### config.mk
export PLATFORM = sky130hd
export DESIGN_NAME = field_line_pixel_classifier_top
export DESIGN_NICKNAME = d
export VERILOG_FILES = /design/src/flpc_pkg.sv /design/src/flpc_cfg.sv /design/src/flpc_classify.sv /design/src/field_line_pixel_classifier_top.sv
export SDC_FILE = /design/constraint.sdc
export NUM_CORES = 1
export LEC_CHECK = 0
export ABC_AREA = 1
export BUFFER_PORTS_ARGS = -buffer_cell sky130_fd_sc_hd__buf_2
export CAP_MARGIN = 30
export CORE_UTILIZATION = 44
export CTS_BUF_LIST = sky130_fd_sc_hd__clkbuf_16
export DETAILED_ROUTE_END_ITERATION = 8
export HOLD_SLACK_MARGIN = 0.03
export PLACE_DENSITY_LB_ADDON = 0.05
export SLEW_MARGIN = 0
export SYNTH_ARGS = -nofsm -noshare
export SYNTH_HDL_FRONTEND = slang
export SYNTH_HIERARCHICAL = 1
export SYNTH_SLANG_ARGS = --single-unit
### constraint.sdc
create_clock -name clk -period 23.4 [get_ports clk]
set_clock_uncertainty 0.2 [all_clocks]
set_input_delay 3.51 -clock clk [delete_from_list [all_inputs] [get_ports clk]]
set_output_delay 3.51 -clock clk [all_outputs]
set_load 0.01 [all_outputs]
### src/flpc_pkg.sv
`timescale 1ns / 1ps

package flpc_pkg;

  // Configuration register indexes, in register-map order.
  typedef enum logic [2:0] {
    REG_FIELD_MARGIN      = 3'd0,
    REG_YELLOW_NORM_RED   = 3'd1,
    REG_YELLOW_NORM_GREEN = 3'd2,
    REG_YELLOW_NORM_BLUE  = 3'd3,
    REG_YELLOW_ABS_RED    = 3'd4,
    REG_YELLOW_ABS_GREEN  = 3'd5,
    REG_YELLOW_ABS_BLUE   = 3'd6,
    REG_WHITE_THRESHOLD   = 3'd7
  } cfg_index_t;

  // Reset values of the configuration registers.
  localparam logic [7:0] RST_FIELD_MARGIN      = 8'd34;
  localparam logic [6:0] RST_YELLOW_NORM_RED   = 7'd38;
  localparam logic [6:0] RST_YELLOW_NORM_GREEN = 7'd38;
  localparam logic [6:0] RST_YELLOW_NORM_BLUE  = 7'd20;
  localparam logic [7:0] RST_YELLOW_ABS_RED    = 8'd230;
  localparam logic [7:0] RST_YELLOW_ABS_GREEN  = 8'd230;
  localparam logic [7:0] RST_YELLOW_ABS_BLUE   = 8'd160;
  localparam logic [7:0] RST_WHITE_THRESHOLD   = 8'd200;

  // Green pixels allowed in the background region before it ends.
  localparam logic [7:0] GREEN_RUN_LIMIT = 8'd5;
  localparam logic [7:0] GREEN_COUNT_MAX = 8'd255;

  // Scale of the normalized chroma thresholds (hundredths).
  localparam logic [14:0] NORM_SCALE = 15'd100;

  typedef struct packed {
    logic [7:0] field_margin;
    logic [6:0] yellow_norm_red;
    logic [6:0] yellow_norm_green;
    logic [6:0] yellow_norm_blue;
    logic [7:0] yellow_abs_red;
    logic [7:0] yellow_abs_green;
    logic [7:0] yellow_abs_blue;
    logic [7:0] white_threshold;
  } cfg_regs_t;

  typedef struct packed {
    logic [7:0] blue;
    logic [7:0] green;
    logic [7:0] red;
  } pixel_t;

  // Per-pixel test results, independent of column state.
  typedef struct packed {
    logic yellow;
    logic green;
    logic white;
  } pix_class_t;

endpackage

### src/flpc_cfg.sv
`timescale 1ns / 1ps

module flpc_cfg (
  input  logic                clk,
  input  logic                rst_n,
  input  logic                cfg_valid,
  output logic                cfg_ready,
  input  logic [2:0]          cfg_index,
  input  logic [7:0]          cfg_data,
  output flpc_pkg::cfg_regs_t regs
);
  import flpc_pkg::*;

  cfg_regs_t regs_r;
  cfg_regs_t regs_nxt;

  // Writes are always taken; the register map decodes the index.
  assign cfg_ready = 1'b1;
  assign regs      = regs_r;

  always_comb begin
    regs_nxt = regs_r;
    if (cfg_valid) begin
      case (cfg_index_t'(cfg_index))
        REG_FIELD_MARGIN:      regs_nxt.field_margin      = cfg_data;
        REG_YELLOW_NORM_RED:   regs_nxt.yellow_norm_red   = cfg_data[6:0];
        REG_YELLOW_NORM_GREEN: regs_nxt.yellow_norm_green = cfg_data[6:0];
        REG_YELLOW_NORM_BLUE:  regs_nxt.yellow_norm_blue  = cfg_data[6:0];
        REG_YELLOW_ABS_RED:    regs_nxt.yellow_abs_red    = cfg_data;
        REG_YELLOW_ABS_GREEN:  regs_nxt.yellow_abs_green  = cfg_data;
        REG_YELLOW_ABS_BLUE:   regs_nxt.yellow_abs_blue   = cfg_data;
        REG_WHITE_THRESHOLD:   regs_nxt.white_threshold   = cfg_data;
        default:               regs_nxt = regs_r;
      endcase
    end
  end

  always_ff @(posedge clk) begin
    if (!rst_n) begin
      regs_r.field_margin      <= RST_FIELD_MARGIN;
      regs_r.yellow_norm_red   <= RST_YELLOW_NORM_RED;
      regs_r.yellow_norm_green <= RST_YELLOW_NORM_GREEN;
      regs_r.yellow_norm_blue  <= RST_YELLOW_NORM_BLUE;
      regs_r.yellow_abs_red    <= RST_YELLOW_ABS_RED;
      regs_r.yellow_abs_green  <= RST_YELLOW_ABS_GREEN;
      regs_r.yellow_abs_blue   <= RST_YELLOW_ABS_BLUE;
      regs_r.white_threshold   <= RST_WHITE_THRESHOLD;
    end else begin
      regs_r <= regs_nxt;
    end
  end

endmodule

### src/flpc_classify.sv
`timescale 1ns / 1ps

module flpc_classify (
  input  flpc_pkg::pixel_t     pix,
  input  flpc_pkg::cfg_regs_t  regs,
  output flpc_pkg::pix_class_t cls
);
  import flpc_pkg::*;

  logic [9:0]  sum;
  logic [14:0] red_scaled;
  logic [14:0] green_scaled;
  logic [14:0] blue_scaled;
  logic [16:0] red_limit;
  logic [16:0] green_limit;
  logic [16:0] blue_limit;
  logic        norm_yellow;
  logic        abs_yellow;
  logic        yellow;
  logic [10:0] green_lhs;
  logic [10:0] green_rhs;

  // Channel sum for the normalized shares.
  assign sum = {2'b00, pix.red} + {2'b00, pix.green} + {2'b00, pix.blue};

  // Normalized test as cross products: 100*C compared with thr*(R+G+B).
  // A black pixel has a zero sum, so none of these can pass.
  assign red_scaled   = {7'd0, pix.red} * NORM_SCALE;
  assign green_scaled = {7'd0, pix.green} * NORM_SCALE;
  assign blue_scaled  = {7'd0, pix.blue} * NORM_SCALE;
  assign red_limit    = {10'd0, regs.yellow_norm_red} * {7'd0, sum};
  assign green_limit  = {10'd0, regs.yellow_norm_green} * {7'd0, sum};
  assign blue_limit   = {10'd0, regs.yellow_norm_blue} * {7'd0, sum};

  assign norm_yellow = ({2'b00, red_scaled} > red_limit) &&
                       ({2'b00, green_scaled} > green_limit) &&
                       ({2'b00, blue_scaled} < blue_limit);

  // Absolute test on raw channel values.
  assign abs_yellow = (pix.red > regs.yellow_abs_red) &&
                      (pix.green > regs.yellow_abs_green) &&
                      (pix.blue < regs.yellow_abs_blue);

  assign yellow = norm_yellow || abs_yellow;

  // Field green: 2G exceeds R + B + 2*threshold, and yellow wins over green.
  assign green_lhs = {2'b00, pix.green, 1'b0};
  assign green_rhs = {3'b000, pix.red} + {3'b000, pix.blue} +
                     {2'b00, regs.field_margin, 1'b0};

  assign cls.yellow = yellow;
  assign cls.green  = (green_lhs > green_rhs) && !yellow;
  assign cls.white  = (pix.red > regs.white_threshold) &&
                      (pix.green > regs.white_threshold) &&
                      (pix.blue > regs.white_threshold);

endmodule

### src/field_line_pixel_classifier_top.sv
`timescale 1ns / 1ps

// Pixel classifier for a column-ordered RGB stream. Each accepted pixel
// gives exactly one result, in order: goal-yellow flag, field-green flag
// (inside the background region only), background-region flag and a
// line-candidate flag (white, outside the background region only). A
// column_start pixel restarts the background region and its green count.
// The block takes one pixel per clock unless the output stalls: a pixel
// is captured in an input register, classified by short logic (three
// 7x10 multiplies and compares) and held in a result register, and a
// stalled output holds one result plus one captured pixel. The
// configuration port accepts a write in every cycle.
module field_line_pixel_classifier_top (
  input  logic        clk,
  input  logic        rst_n,
  // Input stream.
  input  logic        in_tvalid,
  output logic        in_tready,
  input  logic [23:0] in_tdata,   // [7:0] red, [15:8] green, [23:16] blue
  input  logic        in_tuser,   // [0] column_start
  // Result stream.
  output logic        out_tvalid,
  input  logic        out_tready,
  output logic [7:0]  out_tdata,  // [0] line_pixel, [1] yellow_pixel,
                                  // [2] field_green, [3] in_background, rest 0
  // Configuration writes.
  input  logic        cfg_valid,
  output logic        cfg_ready,
  input  logic [2:0]  cfg_index,
  input  logic [7:0]  cfg_data
);
  import flpc_pkg::*;

  cfg_regs_t  regs;
  pix_class_t cls;

  logic       in_fire;
  logic       out_load;
  logic       s1_fire;

  logic       s1_valid_r;
  logic       s1_valid_nxt;
  pixel_t     s1_pix_r;
  logic       s1_start_r;

  logic       out_tvalid_r;
  logic       out_tvalid_nxt;
  logic [3:0] out_flags_r;
  logic [3:0] out_flags_nxt;

  logic [7:0] green_count_r;
  logic [7:0] green_count_nxt;
  logic       background_r;
  logic       background_nxt;

  logic       bg_eff;
  logic [7:0] count_eff;
  logic [7:0] count_inc;

  flpc_cfg u_cfg (
    .clk       (clk),
    .rst_n     (rst_n),
    .cfg_valid (cfg_valid),
    .cfg_ready (cfg_ready),
    .cfg_index (cfg_index),
    .cfg_data  (cfg_data),
    .regs      (regs)
  );

  flpc_classify u_classify (
    .pix  (s1_pix_r),
    .regs (regs),
    .cls  (cls)
  );

  // Pipeline handshake: the result register loads when empty or drained.
  assign out_load  = !out_tvalid_r || out_tready;
  assign s1_fire   = s1_valid_r && out_load;
  assign in_tready = !s1_valid_r || out_load;
  assign in_fire   = in_tvalid && in_tready;

  assign s1_valid_nxt   = in_fire ? 1'b1 : (s1_fire ? 1'b0 : s1_valid_r);
  assign out_tvalid_nxt = out_load ? s1_valid_r : out_tvalid_r;

  // Column state as seen by this pixel; a column start resets it first.
  assign bg_eff    = s1_start_r || background_r;
  assign count_eff = s1_start_r ? 8'd0 : green_count_r;
  assign count_inc = (count_eff == GREEN_COUNT_MAX) ? count_eff : count_eff + 8'd1;

  always_comb begin
    green_count_nxt = count_eff;
    background_nxt  = bg_eff;
    if (bg_eff && cls.green) begin
      green_count_nxt = count_inc;
      background_nxt  = (count_inc <= GREEN_RUN_LIMIT);
    end
  end

  // Result flags, bit order as on out_tdata.
  assign out_flags_nxt = {bg_eff, bg_eff && cls.green, cls.yellow,
                          !bg_eff && cls.white};

  // Control and column state.
  always_ff @(posedge clk) begin
    if (!rst_n) begin
      s1_valid_r    <= 1'b0;
      out_tvalid_r  <= 1'b0;
      green_count_r <= 8'd0;
      background_r  <= 1'b1;
    end else begin
      s1_valid_r   <= s1_valid_nxt;
      out_tvalid_r <= out_tvalid_nxt;
      if (s1_fire) begin
        green_count_r <= green_count_nxt;
        background_r  <= background_nxt;
      end
    end
  end

  // Payload registers.
  always_ff @(posedge clk) begin
    if (in_fire) begin
      s1_pix_r   <= pixel_t'(in_tdata);
      s1_start_r <= in_tuser;
    end
    if (s1_fire) begin
      out_flags_r <= out_flags_nxt;
    end
  end

  assign out_tvalid = out_tvalid_r;
  assign out_tdata  = {4'b0000, out_flags_r};

`ifndef SYNTHESIS
  // A stalled result with a pixel waiting behind it blocks new input.
  assert property (@(posedge clk) disable iff (!rst_n)
    (s1_valid_r && out_tvalid_r && !out_tready) |-> !in_tready)
    else $error("input accepted while both stages are full and stalled");

  // The output holds no result right after reset.
  assert property (@(posedge clk) !rst_n |=> !out_tvalid)
    else $error("result valid right after reset");

  // A line candidate is never reported inside the background region.
  assert property (@(posedge clk) disable iff (!rst_n)
    out_tvalid |-> !(out_tdata[0] && out_tdata[3]))
    else $error("line pixel reported inside background region");

  // Field green only inside the background region and never on yellow.
  assert property (@(posedge clk) disable iff (!rst_n)
    (out_tvalid && out_tdata[2]) |-> (out_tdata[3] && !out_tdata[1]))
    else $error("field green outside background or on a yellow pixel");

  // A column start always opens a background region.
  assert property (@(posedge clk) disable iff (!rst_n)
    (s1_fire && s1_start_r) |=> out_tdata[3])
    else $error("column start did not open a background region");
`endif

endmodule

Yosys cells after proc, flatten, opt, wreduce, memory -nomap -nowiden
Cells that the tools add are included.

storage, ports and cells
  bits in registers = 101
  output and inout bits = 11
  logic and storage cells = 82

operators by class
  add/subtract/negate cells = 5
  multipliers = 6
  magnitude comparators = 11
  equal/unequal tests = 8
  mux-type cells = 6
  reductions and logical operators = 29

operators by type and width
  kind                                                             number
  multiplier 7 x 10 -> 17 bit                                      3
  > comparator 8 bit                                               5
  multiplier 8 x 5 -> 13 bit (second input constant)               3
  > comparator 15 x 17 -> 1 bit                                    2
  two-way mux 8 bit                                                3
  adder 8 x 8 -> 9 bit                                             2
  < comparator 15 x 17 -> 1 bit                                    1
  AND reduction 2 bit                                              8
  equality test 3 bit (second input constant)                      4
  adder 11 x 9 -> 11 bit                                           1
  > comparator 9 x 11 -> 1 bit                                     1
  logical AND 1 bit                                                11
  adder 10 x 8 -> 10 bit                                           1
  adder 8 x 1 -> 8 bit (second input constant)                     1
  equality test 8 bit (second input constant)                      1
  less-or-equal comparator 8 x 3 -> 1 bit (second input constant)  1
  < comparator 8 bit                                               1
  equality test 3 x 2 -> 1 bit (second input constant)             2
  zero test 1 bit                                                  4
  logical OR 1 bit                                                 4
  equality test 3 x 1 -> 1 bit (second input constant)             1
  zero test 3 bit                                                  1
  two-way mux 1 bit                                                3
  nonzero test 2 bit                                               1

Depth between registers and ports, before layout
Gate-level depths: netlist of run 1.

  word-level depth = 11
  depth in mapped cells = 47
  depth with buffers taken out = 46

By module
Netlist of run 1, hierarchy kept.

by module, submodules not included
  module                           times used  cells each  area each (µm²)
  flpc_classify                    1           1,600       11,783.8
  flpc_cfg                         1           335         2,347.3
  field_line_pixel_classifier_top  1           146         1,662.8

Least setup slack after synthesis of run 1
Ideal clock, no wire load.

  path kind = register to register
  start = register s1_pix_r[1] in the netlist's numbering
  end = register green_count_r[0]
  setup time = 0.122 ns
  arrival time = 7.442 ns
  required time = 23.078 ns
  setup slack = 15.636 ns
  stages on the path, launching flop included = 47
  period minus slack after synthesis = 7.764 ns
  path through = edfxtp_1 > inv_1 > fa_1 > inv_1 > ha_1 > inv_1 > fa_1 > xnor2_1 > clkinv_1 > clkbuf_1 > nor2_1 > fa_1 > inv_1 > fa_1 > inv_1 > fa_1 > inv_1 > fa_1 > [... 11 more ...] > ha_1 > nand2_1 > nor3_1 > nand4_1 > nand2_1 > a21oi_1 > nand2_1 > nor2_1 > nand3_1 > nand2_1 > nor2_1 > nand2_1 > inv_2 > nand2_2 > inv_2 > nand2_1 > o21ai_0 > a21oi_1

RTL lines
  element                 line                                    text
  from (decl)             field_line_pixel_classifier_top.sv:43   pixel_t s1_pix_r;
  from (signal assigned)  field_line_pixel_classifier_top.sv:123  s1_pix_r <= pixel_t'(in_tdata);
  to (signal assigned)    field_line_pixel_classifier_top.sv:114  green_count_r <= green_count_nxt;
  to (decl)               field_line_pixel_classifier_top.sv:51   logic [7:0] green_count_r;

==> reports/qor.csv, run 1 <==
metric,value,unit
final WL,41.42,mm
Layout Utilization,47.34,%
RSZ-0062 raised after global routing,false,
R2R Path Start,s1_pix_r[1]$_DFFE_PP_,
Buffers on Ports,46,
DRT iter0 DRCs,725,
crit path capture type,flop,
initial core utilization,44.51,%
Crit path top cell by count,nand2_1,
mapped cell area,0.01579,mm^2
Setup TNS Final,0,ps
Critical Path RT,23430,ps
fin crit period,9358,ps
Max-Cap Viols,0,
FMAX,106.9,MHz
GPL Wtd Cong,0.9031,
global-route usage over all layers,23.81,%
synthesis-stage register bit count,101,
period utilization,39.99,%
post-synthesis cell count,2081,
metal3 WL,1.598,mm
# nets final,2596,
vias per cell,5.024,
core region area,0.03548,mm^2
TritonCTS Buffers,9,
Clock Latency Late Sink,340,ps
fraction of registers with async set/reset,0,%
I/O pin cnt,52,
"Hold-fix buffers, CTS",0,
largest net degree at the start of global routing,68,
CTS root buf,clkbuf_16,
Antenna Cells,0,
Longest Clk Path Bufs,2,
crit path max-delay cell type,clkinv_1,
GRT overflow,0,
Worst Setup EP,green_count_r[0]$_SDFFE_PN0P_,
Worst EP arrival,9390,ps
share of cells above drive strength 1,5.149,%
vias,12950,
Startpoint Class,flop,
maximum vdd drop,0.1394,mV
DR DRC count,0,
Syn Area/Cell,7.590,um^2
actual slew at the worst max-slew pin,932.5,ps
Resize count post-CTS,0,
placed instance area,0.01650,mm^2
Top Layer Used,met4,
post-place setup slack,14010,ps
Yosys warning count,6,
hold path cells,2,
Finish-stage setup viols,0,
Pwr Density,132.8,mW/mm^2
Hold Startpoint,u_cfg/regs[22]$_SDFFE_PN1P_,
crit path launch,s1_pix_r[1]$_DFFE_PP_,
hold crit path type,reg -> reg,
post-detail-place hpwl,34.45,mm
WL met2,19.31,mm
"Seq/Total Area, Yosys",14.64,%
Layout area overhead,6.346,%
peak fanout along the critical path,19,
FF-to-FF End,green_count_r[0]$_SDFFE_PN0P_,
critical path class,reg -> reg,
reg2reg setup slack,14040,ps
"EDFF count, synth",29,
status,"complete, no violations",
Most used DFF post-synth,dfxtp_1,
clock slew at reported path FFs,70,ps
Slew Limit Headroom,37.76,%
max-slew violations,0,
PnR worst setup slack,14040,ps
CTS tree,built,
vias in the first global route,12740,
htree depth,3,
router iterations before antenna repair,7,
Layout Cell Area excl Fill,0.01680,mm^2
static leakage,9.258,nW
Die ar.,0.03666,mm^2
Final Hold Viols,0,
postcts setup bufs,0,
Die Wd,191.5,um
Die Y,191.5,um
first-pass GRT wire length,67.34,mm
WL/cell,16.07,um
Cell variety after synth,52,
clk sinks,101,
remaining antenna violation count,0,
FP Rows,69,
Reg2Reg Depth,41,
delay of the slowest cell on the worst path,700,ps
WL met1,19.40,mm
number of antenna violations at the first check in global routing,0,
==> stage by stage <==
step / std cells / hold slack, ps / power, mW
4_1_cts: 2578 / 261.4 / 2.280
2_1_floorplan: 2084 / 228.9 / 1.661
5_1_grt: 2578 / 279.9 / 2.581
6_report: 2578 / 259.0 / 2.231
3_3_place_gp: 2562 / 240.6 / 2.092
3_5_place_dp: 2563 / 243.3 / 2.110
==> worst max-delay path: cells and delay by family, from the launching register on <==
| family | cells | cell delay, ps |
|---|---|---|
| fa+ha+maj | 9 | 3850 |
| flops | 1 | 590 |
| compound gates | 5 | 590 |
| xor+xnor | 2 | 570 |
| simple gates | 17 | 2150 |
| buf+inv | 8 | 1260 |
==> cells by family after synthesis <==
group	after synthesis	share of synthesized area, %
AO/OA/AOI/OAI	188	6.520
AND/OR/NAND/NOR	833	22.25
buffers and inverters	449	11.07
flip-flops	101	14.64
XOR/XNOR	66	3.660
other	2	0.04755
adder cells (fa/ha/maj)	442	41.81
==> power breakdown <==
group	leakage, nW	switching, mW	internal [mW]
combinational	8.23	1.14	0.737
sequential	0.868	0.0144	0.191
clock	0.155	0.0631	0.0880
==> state kept, by name, summed over array words and instances (netlist names) <==
signal	cells
background_r	1
u_cfg/regs	61
s1_start_r	1
out_tvalid	1
s1_pix_r	24
s1_valid_r	1
out_flags_r	4
green_count_r	8
==> how the worst min path moves through the flow <==
| stage | end | slack, ps |
|---|---|---|
| 2_1_floorplan | u_cfg/regs[13]$_SDFFE_PN1P_ | 230 |
| 3_3_place_gp | u_cfg/regs[23]$_SDFFE_PN1P_ | 240 |
| 3_5_place_dp | u_cfg/regs[22]$_SDFFE_PN1P_ | 240 |
| 4_1_cts | u_cfg/regs[22]$_SDFFE_PN1P_ | 260 |
| 5_1_grt | u_cfg/regs[23]$_SDFFE_PN1P_ | 280 |
| 6_report | u_cfg/regs[22]$_SDFFE_PN1P_ | 260 |
==> cells in the mapped netlist (all sizes together) (7+ instances only) <==
cell,count,area (um^2)
o21bai,7,52.55
nand3,118,640.6
edfxtp,29,870.8
a21oi,116,599.3
clkbuf,13,48.80
o21ai,40,204.0
xnor2,32,280.3
nand2,433,1638
dfxtp,72,1441
nor3,8,40.04
ha,299,3741
a31oi,13,81.33
nand4,9,56.30
xor2,34,297.8
inv,412,1549
nor2,253,1059
fa,143,2863
buf,23,146.4
==> layer usage <==
layer  vias to the layer above  global-route usage [%]
li1                       6580                       -
met1                      6078                   32.01
met2                       238                   39.65
met3                        55                   3.139
met4                         0                   7.021
met5                         -                       0
==> layout make-up <==
cell class                 instances  area (um^2)
fill                            3712        18690
multi-input combinational       1534        11750
sequential                       101         2312
inverter                         413         1553
tap                              461        576.8
timing repair buffer              54        310.3
clock buffer                      10        250.2
clock inverter                     5        48.80
==> cell usage in the layout, fill, tap and decap left out, drive strengths merged, types with 2 or more instances in the layout <==
cell type	count
nand2	433
inv	415
ha	299
nor2	253
fa	143
nand3	118
a21oi	116
dfxtp	72
buf	54
o21ai	40
xor2	34
xnor2	32
edfxtp	29
a31oi	13
clkbuf	10
nand4	9
nor3	8
o21bai	7
or2	6
conb	5
a21o	4
nand3b	3
clkinv	2
Power figures use the tool's default switching activity.
==> inputs of run 2 (changes only) <==
--- a/config.mk
+++ b/config.mk
@@ -5,7 +5,7 @@
 export SDC_FILE = /design/constraint.sdc
 export NUM_CORES = 1
 export LEC_CHECK = 0
-export ABC_AREA = 1
+export ABC_AREA = 0
 export BUFFER_PORTS_ARGS = -buffer_cell sky130_fd_sc_hd__buf_2
 export CAP_MARGIN = 30
 export CORE_UTILIZATION = 44
==> constraint.sdc (replaced) <==
create_clock -name clk -period 8.8 [get_ports clk]
set_clock_uncertainty 0.2 [all_clocks]
set_input_delay 1.32 -clock clk [delete_from_list [all_inputs] [get_ports clk]]
set_output_delay 1.32 -clock clk [all_outputs]
set_load 0.01 [all_outputs]
==> run 2 against run 1 <==
Compared with the run above: clock power rose to 2.7 times the previous value; fmax rose by 8.4%; highest routed layer unchanged; global-route usage about the same; die area shrank 1.2%; via count shrank 7.5%; synthesized cell count fell by 18%; non-clock buffer count increased by 117; worst setup slack got worse by 14000 ps; area after synthesis down 1.2%; sequential power rose to 2.5 times the previous value; critical path depth up 4; first-iteration DRC count decreased by 27%.
==> reports/qor.csv, run 2 <==
metric,value,unit,change
clock slew at reported path FFs,70,ps,about the same
Syn Area/Cell,9.107,um^2,+20%
delay of the slowest cell on the worst path,550,ps,-150 ps
"Hold-fix buffers, CTS",0,,unchanged
Die ar.,0.03621,mm^2,-1.2%
"non-filler cells, final",2300,,-11%
top-area cell type share of the netlist area,23.98,%,+0.29 points
remaining antenna violation count,0,,unchanged
most instantiated library cell after synthesis,ha_1,,
Yosys warning count,6,,unchanged
DR DRC count,0,,unchanged
max-slew violations,0,,unchanged
Longest Clk Path Bufs,2,,unchanged
CTS root buf,clkbuf_16,,
placed cells,2273,,-11%
Startpoint Class,flop,,
largest area contributor in the netlist,ha_1,,
Tot Pwr,7.013,mW,+210%
I/O pin cnt,52,,unchanged
post-synthesis cell count,1713,,-18%
Clock Latency Late Sink,350,ps,about the same
number of antenna violations at the first check in global routing,0,,unchanged
Antenna Cells,0,,unchanged
fraction of registers with async set/reset,0,%,unchanged
Slew Limit Headroom,32.97,%,-4.8 points
final WL,41.09,mm,-0.80%
static leakage,9.092,nW,-1.8%
maximum vdd drop,0.2964,mV,+110%
clk sinks,101,,unchanged
htree depth,3,,unchanged
Most used DFF post-synth,dfxtp_1,,
crit path max-delay cell type,fa_1,,
Die Wd,190.3,um,-0.61%
actual slew at the worst max-slew pin,1003,ps,+70.87 ps
FMAX,115.9,MHz,+8.4%
mapped cell area,0.01560,mm^2,-1.2%
Reg2Reg Depth,45,,+9.8%
CTS tree,built,,
Worst EP arrival,8690,ps,-700 ps
Pwr Density,397.4,mW/mm^2,+200%
router iterations before antenna repair,4,,-3
largest net degree at the start of global routing,81,,+19%
vias in the first global route,12380,,-2.8%
fin crit period,8630,ps,-727.8 ps
core region area,0.03471,mm^2,-2.2%
top post-synthesis cells by area,"ha_1 (24%), fa_1 (18%), dfxtp_1 (9.2%)",,
synth cell count leaders,"ha_1 (299), inv_1 (249), fa_1 (143)",,
fillcell total,3363,,-9.4%
most frequent cells in the layout,"ha_1 (292), inv_1 (242), fa_1 (141), nand2_1 (134), and2_1 (131)",,
"Seq/Total Area, Yosys",14.82,%,+0.18 points
TritonCTS Buffers,9,,unchanged
FP Rows,68,,-1.4%
Buffers on Ports,46,,unchanged
crit path capture type,flop,,
Layout Utilization,50.83,%,+3.5 points
hold crit path type,reg -> reg,,
vias,11980,,-7.5%
hold slack,260.8,ps,+1.794 ps
first-pass GRT wire length,66.81,mm,-0.79%
post-detail-place hpwl,34.09,mm,-1.0%
Cell variety after synth,74,,+42%
Layout area overhead,13.11,%,
GRT overflow,0,,unchanged
Finish-stage setup viols,0,,unchanged
WL/cell,17.86,um,+11%
Die Y,190.3,um,-0.61%
synthesis-stage register bit count,101,,unchanged
status,"complete, no violations",,
Final Hold Viols,0,,unchanged
Setup TNS Final,0,ps,unchanged
"most common cell after layout, fill and taps aside",ha_1,,
DRT iter0 DRCs,530,,-27%
RSZ-0062 raised after global routing,true,,
# nets final,2323,,-11%
global-route usage over all layers,23.77,%,-0.036 points
GPL Wtd Cong,0.8748,,-3.1%
max reg flops,61,,unchanged
Max-Cap Viols,0,,unchanged
hold path cells,2,,unchanged
"EDFF count, synth",29,,unchanged
share of cells above drive strength 1,13.17,%,+8.0 points
initial core utilization,44.94,%,+0.43 points
Critical Path RT,8860,ps,-14570 ps
peak fanout along the critical path,5,,-14
vias per cell,5.207,,+3.6%
period utilization,98.07,%,+58 points
critical path class,reg -> reg,,
-- run 2: cell count changes after synthesis, moves of 33 or more --
| cell | before | now |
|---|---|---|
| nand2_1 | 428 | 135 |
| nor2_1 | 239 | 36 |
| inv_1 | 406 | 249 |
| and2_1 | 1 | 135 |
| nand3_1 | 111 | 10 |
| mux2i_1 | 0 | 65 |
| nor2b_1 | 0 | 63 |
| a21o_1 | 4 | 39 |
| a21oi_1 | 113 | 80 |
-- run 2: cell families (layout without fill, tap and decap cells) --
| family | after synthesis | count (layout) | share of synthesized area [%] |
|---|---|---|---|
| AOI/OAI and AO/OA | 254 | 254 | 10.32 |
| xor gates and xnor gates | 68 | 68 | 3.818 |
| adders and majority gates | 442 | 442 | 42.33 |
| buffers and inverters | 307 | 436 | 7.684 |
| DFF | 101 | 101 | 14.82 |
| muxes | 66 | 66 | 4.243 |
| other | 2 | 5 | 0.04814 |
| and+or+nand+nor | 473 | 473 | 16.73 |
-- run 2: worst max-delay path, delay by kind of cell, from the launching register on --
family	cells	cell delay, ps
adders and majority gates	9	3610
AOI/OAI and AO/OA	14	2240
buffers and inverters	12	1010
and+or+nand+nor	9	940
DFF	1	410
xor gates and xnor gates	1	150
-- run 2: path summary, 6_finish.rpt --
path                                   start                            end  slack (ps)
setup reg to reg       s1_pix_r[9]$_DFFE_PP_  green_count_r[0]$_SDFFE_PN0P_         170
hold / removal    u_cfg/regs[8]$_SDFFE_PN0P_     u_cfg/regs[8]$_SDFFE_PN0P_         260
hold reg to reg   u_cfg/regs[8]$_SDFFE_PN0P_     u_cfg/regs[8]$_SDFFE_PN0P_         260
setup / recovery       s1_pix_r[9]$_DFFE_PP_  green_count_r[0]$_SDFFE_PN0P_         170
-- run 2: area by class of cell --
cell class	instances	area, um^2	area share (%)
Clock buffer	10	250.2	1.418
Clock inverter	6	53.80	0.3049
Inverter	249	934.6	5.297
Multi-Input combinational cell	1308	12310	69.74
Sequential cell	101	2312	13.10
Tap cell	455	569.3	3.226
Timing Repair Buffer	171	1219	6.906
-- run 2: power by group --
group | leakage [nW] | internal, mW | total, mW | switching (mW)
logic | 8.08 | 2.87 | 6.09 | 3.21
registers | 0.863 | 0.501 | 0.523 | 0.0223
clock network | 0.152 | 0.214 | 0.404 | 0.190
-- run 2: what timing repair did --
action	CTS	global route
hold endpoints to repair	0	0
gates cloned	0	1
pin swaps	8	23
gates resized for setup	12	43
endpoints found under the setup margin	9	11
setup buffers	1	9
-- run 2: per-stage QoR --
| step | setup slack, ps | cell area [um^2] |
|---|---|---|
| after CTS | -12.07 | 17400 |
| final | 170.0 | 17650 |
| after detailed placement | -243.3 | 17040 |
| after floorplan | 141.6 | 15610 |
| after global routing | -417.6 | 17650 |
| after global placement | -188.7 | 17030 |
-- run 2: routing by layer --
| metal | share of wire (%) | GRT usage (%) | routed length, um |
|---|---|---|---|
| met1 | 50 | 33.62 | 20370 |
| met5 | 0 | 0 | 0 |
| met2 | 46 | 38.97 | 18870 |
| met4 | 1.8 | 5.815 | 720 |
| met3 | 2.7 | 2.135 | 1127 |
